## src/rtl/mtlp_pkg.sv

```systemverilog
`timescale 1ns / 1ps
// ----------------------------------------------------------------------------
// Memory trace line parser package
// Shared constants, the command record passed from the parser to the result
// sequencer, and the hex digit decoder.
// ----------------------------------------------------------------------------
package mtlp_pkg;

    localparam int ADDRESS_BITS_DEF = 61;
    localparam int QUEUE_DEPTH_DEF  = 4;
    localparam int HEX_W            = 64;
    localparam int CNT_W            = 64;

    localparam logic [CNT_W-1:0] MAX_RECORDS_RESET = '1;

    // trace text characters
    localparam logic [7:0] CH_I     = 8'h49;
    localparam logic [7:0] CH_L     = 8'h4C;
    localparam logic [7:0] CH_S     = 8'h53;
    localparam logic [7:0] CH_M     = 8'h4D;
    localparam logic [7:0] CH_SPACE = 8'h20;
    localparam logic [7:0] CH_TAB   = 8'h09;
    localparam logic [7:0] CH_NL    = 8'h0A;
    localparam logic [7:0] CH_0     = 8'h30;
    localparam logic [7:0] CH_2     = 8'h32;
    localparam logic [7:0] CH_9     = 8'h39;
    localparam logic [7:0] CH_LC_A  = 8'h61;
    localparam logic [7:0] CH_LC_F  = 8'h66;
    localparam logic [7:0] CH_UC_A  = 8'h41;
    localparam logic [7:0] CH_UC_F  = 8'h46;
    localparam logic [7:0] HEX_TEN  = 8'd10;

    // access type codes; modify only lives inside the command record
    localparam logic [1:0] TYPE_READ   = 2'd0;
    localparam logic [1:0] TYPE_WRITE  = 2'd1;
    localparam logic [1:0] TYPE_FETCH  = 2'd2;
    localparam logic [1:0] TYPE_MODIFY = 2'd3;

    localparam logic KIND_RECORD  = 1'b0;
    localparam logic KIND_SUMMARY = 1'b1;

    // everything one input byte produces
    typedef struct packed {
        logic             has_rec;
        logic [1:0]       rec_type;
        logic [HEX_W-1:0] addr;
        logic             has_sum;
        logic [CNT_W-1:0] rec_cnt;
        logic [CNT_W-1:0] line_cnt;
        logic [CNT_W-1:0] skip_cnt;
    } t_cmd;

    // {valid, value}
    function automatic logic [4:0] hex_digit(input logic [7:0] c);
        logic [7:0] v;
        logic       ok;
        v  = 8'd0;
        ok = 1'b0;
        priority if (c >= CH_0 && c <= CH_9) begin
            v  = c - CH_0;
            ok = 1'b1;
        end else if (c >= CH_LC_A && c <= CH_LC_F) begin
            v  = c - CH_LC_A + HEX_TEN;
            ok = 1'b1;
        end else if (c >= CH_UC_A && c <= CH_UC_F) begin
            v  = c - CH_UC_A + HEX_TEN;
            ok = 1'b1;
        end else begin
            v  = 8'd0;
            ok = 1'b0;
        end
        return {ok, v[3:0]};
    endfunction

endpackage

```

## src/rtl/memory_trace_line_parser.sv

```systemverilog
`timescale 1ns / 1ps
// ----------------------------------------------------------------------------
// Memory trace line parser
// Turns a text memory trace, one byte per transaction, into access records
// and an end-of-stream summary.
// ----------------------------------------------------------------------------
// Takes one trace byte per clock cycle while full is low; full rises only when
// all QUEUE_DEPTH entries of the command queue between parser and result
// sequencer hold commands. Each byte is classified in its accepting cycle and,
// if it ends a record or the stream, leaves one command in the queue; the
// sequencer then delivers one result per cycle while pop is high: one for a
// load, store or fetch, two for a modify, plus one summary at end of stream.
// Results appear at the earliest in the cycle after the byte that causes them.
// The max_records limit must be written on the configuration port only while
// idle (not enforced by the block) and is checked at each line start.
module memory_trace_line_parser #(
    parameter int ADDRESS_BITS = mtlp_pkg::ADDRESS_BITS_DEF,
    parameter int QUEUE_DEPTH  = mtlp_pkg::QUEUE_DEPTH_DEF
) (
    input  logic                        i_clk,
    input  logic                        i_rst_n,
    input  logic                        push,
    output logic                        full,
    input  logic [7:0]                  i_char_byte,
    input  logic                        i_end_of_stream,
    input  logic                        i_cfg_we,
    input  logic [mtlp_pkg::CNT_W-1:0]  i_cfg_wdata,
    output logic                        empty,
    input  logic                        pop,
    output logic                        o_result_kind,
    output logic [1:0]                  o_access_type,
    output logic [ADDRESS_BITS-1:0]     o_address,
    output logic                        o_last,
    output logic [mtlp_pkg::CNT_W-1:0]  o_records_written,
    output logic [mtlp_pkg::CNT_W-1:0]  o_lines_read,
    output logic [mtlp_pkg::CNT_W-1:0]  o_lines_skipped
);

    logic           accept, cmd_push, q_pop;
    mtlp_pkg::t_cmd cmd_in, cmd_head;

    assign accept = push && !full;

    mtlp_line_front #(
        .ADDRESS_BITS (ADDRESS_BITS)
    ) u_front (
        .i_clk           (i_clk),
        .i_rst_n         (i_rst_n),
        .i_accept        (accept),
        .i_char_byte     (i_char_byte),
        .i_end_of_stream (i_end_of_stream),
        .i_cfg_we        (i_cfg_we),
        .i_cfg_wdata     (i_cfg_wdata),
        .o_cmd_push      (cmd_push),
        .o_cmd           (cmd_in)
    );

    mtlp_cmd_queue #(
        .DEPTH (QUEUE_DEPTH)
    ) u_queue (
        .i_clk   (i_clk),
        .i_rst_n (i_rst_n),
        .i_push  (cmd_push),
        .i_data  (cmd_in),
        .o_full  (full),
        .i_pop   (q_pop),
        .o_data  (cmd_head),
        .o_empty (empty)
    );

    mtlp_result_back #(
        .ADDRESS_BITS (ADDRESS_BITS)
    ) u_back (
        .i_clk             (i_clk),
        .i_rst_n           (i_rst_n),
        .i_cmd             (cmd_head),
        .i_q_empty         (empty),
        .o_q_pop           (q_pop),
        .pop               (pop),
        .o_result_kind     (o_result_kind),
        .o_access_type     (o_access_type),
        .o_address         (o_address),
        .o_last            (o_last),
        .o_records_written (o_records_written),
        .o_lines_read      (o_lines_read),
        .o_lines_skipped   (o_lines_skipped)
    );

endmodule

```

## src/rtl/mtlp_cmd_queue.sv

```systemverilog
`timescale 1ns / 1ps
// ----------------------------------------------------------------------------
// Command queue
// Small register queue between the line parser and the result sequencer.
// ----------------------------------------------------------------------------
module mtlp_cmd_queue #(
    parameter int DEPTH = mtlp_pkg::QUEUE_DEPTH_DEF
) (
    input  logic            i_clk,
    input  logic            i_rst_n,
    input  logic            i_push,
    input  mtlp_pkg::t_cmd  i_data,
    output logic            o_full,
    input  logic            i_pop,
    output mtlp_pkg::t_cmd  o_data,
    output logic            o_empty
);

    localparam int PTR_W = (DEPTH > 1) ? $clog2(DEPTH) : 1;
    localparam int CNT_W = $clog2(DEPTH + 1);
    localparam logic [PTR_W-1:0] LAST_PTR  = PTR_W'(DEPTH - 1);
    localparam logic [CNT_W-1:0] DEPTH_CNT = CNT_W'(DEPTH);

    mtlp_pkg::t_cmd r_mem [DEPTH];
    logic [PTR_W-1:0] r_wr_ptr, r_rd_ptr;
    logic [CNT_W-1:0] r_count;
    logic do_push, do_pop;

    assign o_full  = (r_count == DEPTH_CNT);
    assign o_empty = (r_count == '0);
    assign do_push = i_push && !o_full;
    assign do_pop  = i_pop && !o_empty;
    assign o_data  = r_mem[r_rd_ptr];

    always_ff @(posedge i_clk) begin
        if (do_push) begin
            r_mem[r_wr_ptr] <= i_data;
        end
    end

    always_ff @(posedge i_clk) begin
        if (!i_rst_n) begin
            r_wr_ptr <= '0;
            r_rd_ptr <= '0;
            r_count  <= '0;
        end else begin
            if (do_push) begin
                r_wr_ptr <= (r_wr_ptr == LAST_PTR) ? '0 : r_wr_ptr + 1'b1;
            end
            if (do_pop) begin
                r_rd_ptr <= (r_rd_ptr == LAST_PTR) ? '0 : r_rd_ptr + 1'b1;
            end
            if (do_push && !do_pop) begin
                r_count <= r_count + 1'b1;
            end else if (do_pop && !do_push) begin
                r_count <= r_count - 1'b1;
            end
        end
    end

    a_count_bound: assert property (@(posedge i_clk) disable iff (!i_rst_n)
        r_count <= DEPTH_CNT)
        else $error("command queue count beyond depth");

endmodule

```

## src/rtl/mtlp_line_front.sv

```systemverilog
`timescale 1ns / 1ps
// ----------------------------------------------------------------------------
// Line parser front end
// Classifies each byte of the trace, gathers the hex address, keeps the
// counters and the record limit, and issues one command per byte that yields
// results.
// ----------------------------------------------------------------------------
module mtlp_line_front #(
    parameter int ADDRESS_BITS = mtlp_pkg::ADDRESS_BITS_DEF
) (
    input  logic                        i_clk,
    input  logic                        i_rst_n,
    input  logic                        i_accept,
    input  logic [7:0]                  i_char_byte,
    input  logic                        i_end_of_stream,
    input  logic                        i_cfg_we,
    input  logic [mtlp_pkg::CNT_W-1:0]  i_cfg_wdata,
    output logic                        o_cmd_push,
    output mtlp_pkg::t_cmd              o_cmd
);

    typedef enum logic [2:0] {
        PH_LINE_START,
        PH_AFTER_SPACE,
        PH_AFTER_DIGIT,
        PH_SCAN,
        PH_DISCARD,
        PH_STOPPED
    } t_phase;

    t_phase                        r_phase, n_phase;
    logic [1:0]                    r_pend_type, n_pend_type;
    logic [mtlp_pkg::HEX_W-1:0]    r_hex, n_hex;
    logic                          r_digit, n_digit;
    logic [mtlp_pkg::CNT_W-1:0]    r_rec_cnt, n_rec_cnt;
    logic [mtlp_pkg::CNT_W-1:0]    r_line_cnt, n_line_cnt;
    logic [mtlp_pkg::CNT_W-1:0]    r_skip_cnt, n_skip_cnt;
    logic [mtlp_pkg::CNT_W-1:0]    r_max_records;

    logic [4:0] hexd;
    logic       is_blank, is_nl, fin_bad, do_finish;
    logic [mtlp_pkg::CNT_W-1:0] fin_inc;

    assign hexd     = mtlp_pkg::hex_digit(i_char_byte);
    assign is_blank = (i_char_byte == mtlp_pkg::CH_SPACE) || (i_char_byte == mtlp_pkg::CH_TAB);
    assign is_nl    = (i_char_byte == mtlp_pkg::CH_NL);
    // any bit at or above the address width rejects the line
    assign fin_bad  = !r_digit || (|r_hex[mtlp_pkg::HEX_W-1:ADDRESS_BITS]);
    assign fin_inc  = (r_pend_type == mtlp_pkg::TYPE_MODIFY) ? 64'd2 : 64'd1;

    always_comb begin
        n_phase     = r_phase;
        n_pend_type = r_pend_type;
        n_hex       = r_hex;
        n_digit     = r_digit;
        n_rec_cnt   = r_rec_cnt;
        n_line_cnt  = r_line_cnt;
        n_skip_cnt  = r_skip_cnt;
        do_finish   = 1'b0;
        o_cmd       = '0;
        o_cmd_push  = 1'b0;

        if (i_end_of_stream) begin
            unique case (r_phase)
                PH_AFTER_SPACE, PH_AFTER_DIGIT: n_skip_cnt = r_skip_cnt + 1'b1;
                PH_SCAN:                        do_finish  = 1'b1;
                default: ;
            endcase
            if (r_phase != PH_STOPPED) begin
                n_phase = PH_LINE_START;
            end
        end else begin
            unique case (r_phase)
                PH_LINE_START: begin
                    if (r_rec_cnt >= r_max_records) begin
                        n_phase = PH_STOPPED;
                    end else begin
                        n_line_cnt = r_line_cnt + 1'b1;
                        priority if (i_char_byte == mtlp_pkg::CH_I) begin
                            n_pend_type = mtlp_pkg::TYPE_FETCH;
                            n_hex       = '0;
                            n_digit     = 1'b0;
                            n_phase     = PH_SCAN;
                        end else if (i_char_byte == mtlp_pkg::CH_SPACE) begin
                            n_phase = PH_AFTER_SPACE;
                        end else if (i_char_byte >= mtlp_pkg::CH_0
                                     && i_char_byte <= mtlp_pkg::CH_2) begin
                            n_pend_type = i_char_byte[1:0];
                            n_phase     = PH_AFTER_DIGIT;
                        end else begin
                            n_skip_cnt = r_skip_cnt + 1'b1;
                            n_phase    = is_nl ? PH_LINE_START : PH_DISCARD;
                        end
                    end
                end
                PH_AFTER_SPACE: begin
                    priority if (i_char_byte == mtlp_pkg::CH_L) begin
                        n_pend_type = mtlp_pkg::TYPE_READ;
                        n_phase     = PH_SCAN;
                    end else if (i_char_byte == mtlp_pkg::CH_S) begin
                        n_pend_type = mtlp_pkg::TYPE_WRITE;
                        n_phase     = PH_SCAN;
                    end else if (i_char_byte == mtlp_pkg::CH_M) begin
                        n_pend_type = mtlp_pkg::TYPE_MODIFY;
                        n_phase     = PH_SCAN;
                    end else begin
                        n_skip_cnt = r_skip_cnt + 1'b1;
                        n_phase    = is_nl ? PH_LINE_START : PH_DISCARD;
                    end
                    n_hex   = '0;
                    n_digit = 1'b0;
                end
                PH_AFTER_DIGIT: begin
                    if (i_char_byte == mtlp_pkg::CH_SPACE) begin
                        n_phase = PH_SCAN;
                        n_hex   = '0;
                        n_digit = 1'b0;
                    end else begin
                        n_skip_cnt = r_skip_cnt + 1'b1;
                        n_phase    = is_nl ? PH_LINE_START : PH_DISCARD;
                    end
                end
                PH_SCAN: begin
                    priority if (!r_digit && is_blank) begin
                        // leading blanks
                    end else if (hexd[4]) begin
                        n_hex   = {r_hex[mtlp_pkg::HEX_W-5:0], hexd[3:0]};
                        n_digit = 1'b1;
                    end else begin
                        do_finish = 1'b1;
                        n_phase   = is_nl ? PH_LINE_START : PH_DISCARD;
                    end
                end
                PH_DISCARD: begin
                    if (is_nl) begin
                        n_phase = PH_LINE_START;
                    end
                end
                PH_STOPPED: ;
                default: n_phase = PH_LINE_START;
            endcase
        end

        if (do_finish) begin
            if (fin_bad) begin
                n_skip_cnt = r_skip_cnt + 1'b1;
            end else begin
                n_rec_cnt      = r_rec_cnt + fin_inc;
                o_cmd.has_rec  = 1'b1;
                o_cmd.rec_type = r_pend_type;
                o_cmd.addr     = r_hex;
            end
            n_hex   = '0;
            n_digit = 1'b0;
        end

        if (i_end_of_stream) begin
            o_cmd.has_sum  = 1'b1;
            o_cmd.rec_cnt  = n_rec_cnt;
            o_cmd.line_cnt = n_line_cnt;
            o_cmd.skip_cnt = n_skip_cnt;
        end

        o_cmd_push = i_accept && (o_cmd.has_rec || o_cmd.has_sum);
    end

    always_ff @(posedge i_clk) begin
        if (!i_rst_n) begin
            r_phase       <= PH_LINE_START;
            r_pend_type   <= mtlp_pkg::TYPE_READ;
            r_hex         <= '0;
            r_digit       <= 1'b0;
            r_rec_cnt     <= '0;
            r_line_cnt    <= '0;
            r_skip_cnt    <= '0;
            r_max_records <= mtlp_pkg::MAX_RECORDS_RESET;
        end else begin
            if (i_cfg_we) begin
                r_max_records <= i_cfg_wdata;
            end
            if (i_accept) begin
                r_phase     <= n_phase;
                r_pend_type <= n_pend_type;
                r_hex       <= n_hex;
                r_digit     <= n_digit;
                r_rec_cnt   <= n_rec_cnt;
                r_line_cnt  <= n_line_cnt;
                r_skip_cnt  <= n_skip_cnt;
            end
        end
    end

    a_stopped_holds: assert property (@(posedge i_clk) disable iff (!i_rst_n)
        r_phase == PH_STOPPED |=> r_phase == PH_STOPPED)
        else $error("parser left the stopped phase without reset");

    a_eos_summary: assert property (@(posedge i_clk) disable iff (!i_rst_n)
        i_accept && i_end_of_stream |-> o_cmd_push && o_cmd.has_sum)
        else $error("end of stream transaction without summary command");

endmodule

```

## src/rtl/mtlp_result_back.sv

```systemverilog
`timescale 1ns / 1ps
// ----------------------------------------------------------------------------
// Result sequencer back end
// Expands the command at the queue head into its results: up to two trace
// records and an optional end summary, one per cycle while pop is high.
// ----------------------------------------------------------------------------
module mtlp_result_back #(
    parameter int ADDRESS_BITS = mtlp_pkg::ADDRESS_BITS_DEF
) (
    input  logic                        i_clk,
    input  logic                        i_rst_n,
    input  mtlp_pkg::t_cmd              i_cmd,
    input  logic                        i_q_empty,
    output logic                        o_q_pop,
    input  logic                        pop,
    output logic                        o_result_kind,
    output logic [1:0]                  o_access_type,
    output logic [ADDRESS_BITS-1:0]     o_address,
    output logic                        o_last,
    output logic [mtlp_pkg::CNT_W-1:0]  o_records_written,
    output logic [mtlp_pkg::CNT_W-1:0]  o_lines_read,
    output logic [mtlp_pkg::CNT_W-1:0]  o_lines_skipped
);

    logic [1:0] r_sub;
    logic [1:0] rec_num, total;
    logic       is_rec, is_modify, take;

    assign is_modify = (i_cmd.rec_type == mtlp_pkg::TYPE_MODIFY);
    assign rec_num   = !i_cmd.has_rec ? 2'd0 : (is_modify ? 2'd2 : 2'd1);
    assign total     = rec_num + {1'b0, i_cmd.has_sum};
    assign is_rec    = (r_sub < rec_num);
    assign o_last    = (r_sub == total - 2'd1);
    assign take      = pop && !i_q_empty;
    assign o_q_pop   = take && o_last;

    always_comb begin
        o_result_kind     = is_rec ? mtlp_pkg::KIND_RECORD : mtlp_pkg::KIND_SUMMARY;
        o_access_type     = mtlp_pkg::TYPE_READ;
        o_address         = '0;
        o_records_written = '0;
        o_lines_read      = '0;
        o_lines_skipped   = '0;
        if (is_rec) begin
            // a modify goes out as a load then a store
            o_access_type = is_modify ? {1'b0, r_sub[0]} : i_cmd.rec_type;
            o_address     = i_cmd.addr[ADDRESS_BITS-1:0];
        end else begin
            o_records_written = i_cmd.rec_cnt;
            o_lines_read      = i_cmd.line_cnt;
            o_lines_skipped   = i_cmd.skip_cnt;
        end
    end

    always_ff @(posedge i_clk) begin
        if (!i_rst_n) begin
            r_sub <= 2'd0;
        end else if (take) begin
            r_sub <= o_last ? 2'd0 : r_sub + 2'd1;
        end
    end

    a_summary_last: assert property (@(posedge i_clk) disable iff (!i_rst_n)
        !i_q_empty && o_result_kind == mtlp_pkg::KIND_SUMMARY |-> o_last)
        else $error("summary result not last of its transaction");

    a_no_modify_out: assert property (@(posedge i_clk) disable iff (!i_rst_n)
        !i_q_empty |-> o_access_type != mtlp_pkg::TYPE_MODIFY)
        else $error("modify code reached the result port");

    a_sub_resets: assert property (@(posedge i_clk) disable iff (!i_rst_n)
        o_q_pop |=> r_sub == 2'd0)
        else $error("result index not cleared after command retired");

endmodule

```

## config.mk

```make
export PLATFORM = sky130hd
export DESIGN_NAME = memory_trace_line_parser
export DESIGN_NICKNAME = d
export VERILOG_FILES = /design/src/rtl/mtlp_pkg.sv /design/src/rtl/memory_trace_line_parser.sv /design/src/rtl/mtlp_cmd_queue.sv /design/src/rtl/mtlp_line_front.sv /design/src/rtl/mtlp_result_back.sv
export SDC_FILE = /design/constraint.sdc
export NUM_CORES = 2
export LEC_CHECK = 0
export ABC_CLOCK_PERIOD_IN_PS = 12900
export BUFFER_PORTS_ARGS = -buffer_cell sky130_fd_sc_hd__buf_2
export CAP_MARGIN = 15
export CORE_MARGIN = 4
export CORE_UTILIZATION = 25
export DETAILED_ROUTE_END_ITERATION = 8
export HOLD_SLACK_MARGIN = 0.02
export PLACE_DENSITY_LB_ADDON = 0.08
export SYNTH_ARGS = -nofsm -noshare
export SYNTH_HDL_FRONTEND = slang
export SYNTH_SLANG_ARGS = --single-unit
```

## constraint.sdc

```tcl
create_clock -name i_clk -period 12.9 [get_ports i_clk]
set_input_delay 1.935 -clock i_clk [delete_from_list [all_inputs] [get_ports i_clk]]
set_output_delay 1.935 -clock i_clk [all_outputs]
set_load 0.1 [all_outputs]
```

==> impl_metrics.yaml <==
power_and_ir_drop:
  p_per_area_nw_per_um2: 196.6
  power.leakage_uw: 0.02461
  vdd_ir_drop_max_mv: 0.2111
synth:
  postSynthAreaPerCell_um2: 13.29
  netlist_area_um2: 60290
  ys_seq_area_share_pct: 62.39
  ys_types: 92
  synthCells: 4537
  yosysWarnings: 0
  ys_async_sr_fraction_pct: 0
  synthFlopType: "edfxtp_1"
  synth_seq_cells: 1365
  synth_nets: 4697
  synth-edff-count: 1028
clock_network:
  holdBufCountCts: 0
  numCtsBuffers: 166
  postCtsSetupBuffers: 0
  cts_tree: "built"
  clk_latency_ns: 0.83
  cts-root-buf: "clkbuf_16"
  cts.repair.resized: 0
  htreeDepth: 4
  path_clk_slew_ns: 0.06
  clk_path_buf_depth: 3
  clkSinkCount: 1365
global_route:
  grt_antenna_before_repair: 29
  grtUsageTotal_pct: 14.92
  grt_overflow_total: 0
  grt_pass1_vias: 39284
  grt_max_degree: 106
  grt_first_pass_wirelength_mm: 278.3
placed_design:
  portBuffers: 336
  dp_hpwl_mm: 120.1
  place_area_um2: 65500
  gp_congestion: 0.7532
finish:
  postLayoutCellArea_um2: 70950
  layout-drive-gt1-share_pct: 19.28
  nets: 4963
  fillers: 24304
  syn_to_final_growth_pct: 17.67
  regArea_um2: 37620
  final_common_cell: "edfxtp_1"
  multi_input_area_um2: 21220
  layout_common_cells: "1028 x edfxtp_1, 390 x and2_1, 361 x nand2_1"
route:
  drtIter0Drc: 2529
  finalWirelength_mm: 188.3
  drt_pre_antenna_iters: 5
  vias: 38122
  ant_nets: 0
  drc: 0
  avgViaCountPerCell: 4.686
  wl_per_cell_um: 23.15
setup_path:
  crit_fanout: 97
  crit_required_ns: 10.97
  worst-setup-path-type: "reg -> out"
  reg2reg_to: "u_queue.r_count[2]"
  worstPathArrival_ns: 6.15
  critPathLaunchType: "flop"
  critical_path.endpoint_type: "output pin"
  worst-r2r-setup-slack_ns: 7.97
  rr_worst_depth: 15
status:
  outcome: "completed"
die:
  start_util_pct: 25.09
  io_pins: 337
  coreArea_um2: 240300
  rows: 180
  die_w_um: 499.1
  die_area_um2: 249100
  die_h_um: 499.1
timing:
  clock-skew-final_ns: 0.05071
  finalCritPeriodShare_pct: 62.65
  period_needed_ns: 8.082
  hold_viol: 0
  setup_viol: 0
  max_freq_mhz: 123.7
  rsz0062_at_grt: "false"
  max_slew.worst_pin.slew_ns: 1.111
  relSlewSlack_pct: 25.26
  final.setup.tns_ns: 0
  drv_slew: 0
job:
  maxCapViolCount: 0
hold_path:
  hold_depth: 2
  hp-class: "reg -> reg"
-- layer usage --
layer  track usage [%]  vias to the layer above  routed length [µm]
met2             23.55                      788               86460
met5                 0                        -                   0
met1             21.13                    19331               90320
li1                  -                    17784                   -
met3             2.369                      219                7367
met4             4.324                        0                4181
-- per-stage QoR --
step / hold slack [ns] / cells / setup slack [ns] / power (µW) / util [%]
final: 0.4597 / 8135 / 4.818 / 13950 / 29.52
after CTS: 0.4609 / 8125 / 4.420 / 14230 / 29.51
after global placement: 0.4443 / 7818 / 5.464 / 9496 / 27.26
after detailed placement: 0.4520 / 7818 / 5.357 / 9509 / 27.26
after global routing: 0.4796 / 8132 / 4.200 / 14550 / 29.52
after floorplan: 0.4314 / 4537 / 2.643 / 8860 / -
-- power by group --
part | switching [µW] | leakage (µW) | internal [µW]
Clock | 1940 | 0.00261 | 2680
Sequential | 78.3 | 0.0133 | 4840
Combinational | 3580 | 0.00866 | 822
Total | 5600 | 0.0246 | 8350
-- state kept, by name, indices dropped and copies added, names as in the netlist, named ones only --
| signal | cells |
|---|---|
| u_queue.r_count | 3 |
| u_front.r_phase | 3 |
| u_queue.r_mem | 1028 |
| u_front.r_skip_cnt | 64 |
| u_front.r_max_records | 64 |
| u_front.r_digit | 1 |
| u_back.r_sub | 2 |
| u_queue.r_rd_ptr | 2 |
| u_front.r_hex | 64 |
| u_queue.r_wr_ptr | 2 |
| u_front.r_pend_type | 2 |
| u_front.r_rec_cnt | 64 |
-- cell type report --
type | instances | share of cell area [%]
multi-input cells | 2764 | 29.90
flip-flops and latches | 1365 | 53.03
clock inverters | 91 | 1.384
inverters | 105 | 0.5767
diodes | 8 | 0.02822
repair buffers | 401 | 3.227
well taps | 3185 | 5.617
clock buffers | 216 | 6.234
-- synthesized netlist by cell type, drive strengths merged (11+ instances only) --
cell	count	area, µm²
xnor2	54	473.0
nand2	361	1355
o31ai	42	315.3
nand4	135	865.8
dfxtp	337	6746
mux4	257	5788
o41ai	13	113.9
o311ai	11	96.34
and3	36	225.2
or3	85	531.8
buf	51	229.0
ha	80	1001
nor4	37	259.0
edfxtp	1028	30870
mux2i	45	450.4
nand2b	47	294.0
clkbuf	252	947.2
o21ai	182	914.6
inv	105	394.1
and4	24	212.7
and2	394	2465
or4	65	495.5
a21oi	165	829.6
o211ai	96	720.7
nand3	118	600.6
xor2	79	691.9
or2	15	93.84
nor2	226	848.3
a31oi	12	75.07
nor3	67	346.6
-- worst max-delay path, stage by stage (launching register included) --
cell	delay (ns)
dfxtp_4	0.88
buf_4	0.75
mux4_2	0.64
nand3_1	0.14
ha_1	0.24
o21ai_0	0.09
nor2b_4	0.16
buf_4	0.59
inv_6	0.34
nor3b_1	0.84
buf_2	0.57
-- worst max path at each step --
stage / startpoint / to / slack (ns) / cells after the start
global route: flop / o_records_written[62] / 4.20 / 11
finish: flop / o_access_type[1] / 4.82 / 10
global placement: flop / o_access_type[1] / 5.46 / 10
floorplan: i_char_byte[0] / u_queue.r_mem[0][0] / 2.64 / 10
CTS: flop / o_lines_read[11] / 4.42 / 11
detailed placement: flop / o_lines_read[11] / 5.36 / 11
-- cell families (layout without fill, tap and decap cells) --
group                    Yosys count  after routing  share of synthesized area [%]
other                              0              8                              0
AO/OA/AOI/OAI                    599            599                          6.225
XOR/XNOR                         133            133                          1.932
AND/OR/NAND/NOR                 1647           1647                          14.76
flip-flops                      1365           1365                          62.39
multiplexers                     303            303                          10.37
adder cells (fa/ha/maj)           82             82                          1.727
buffers and inverters            408            813                          2.604
Power figures use the tool's default switching activity.
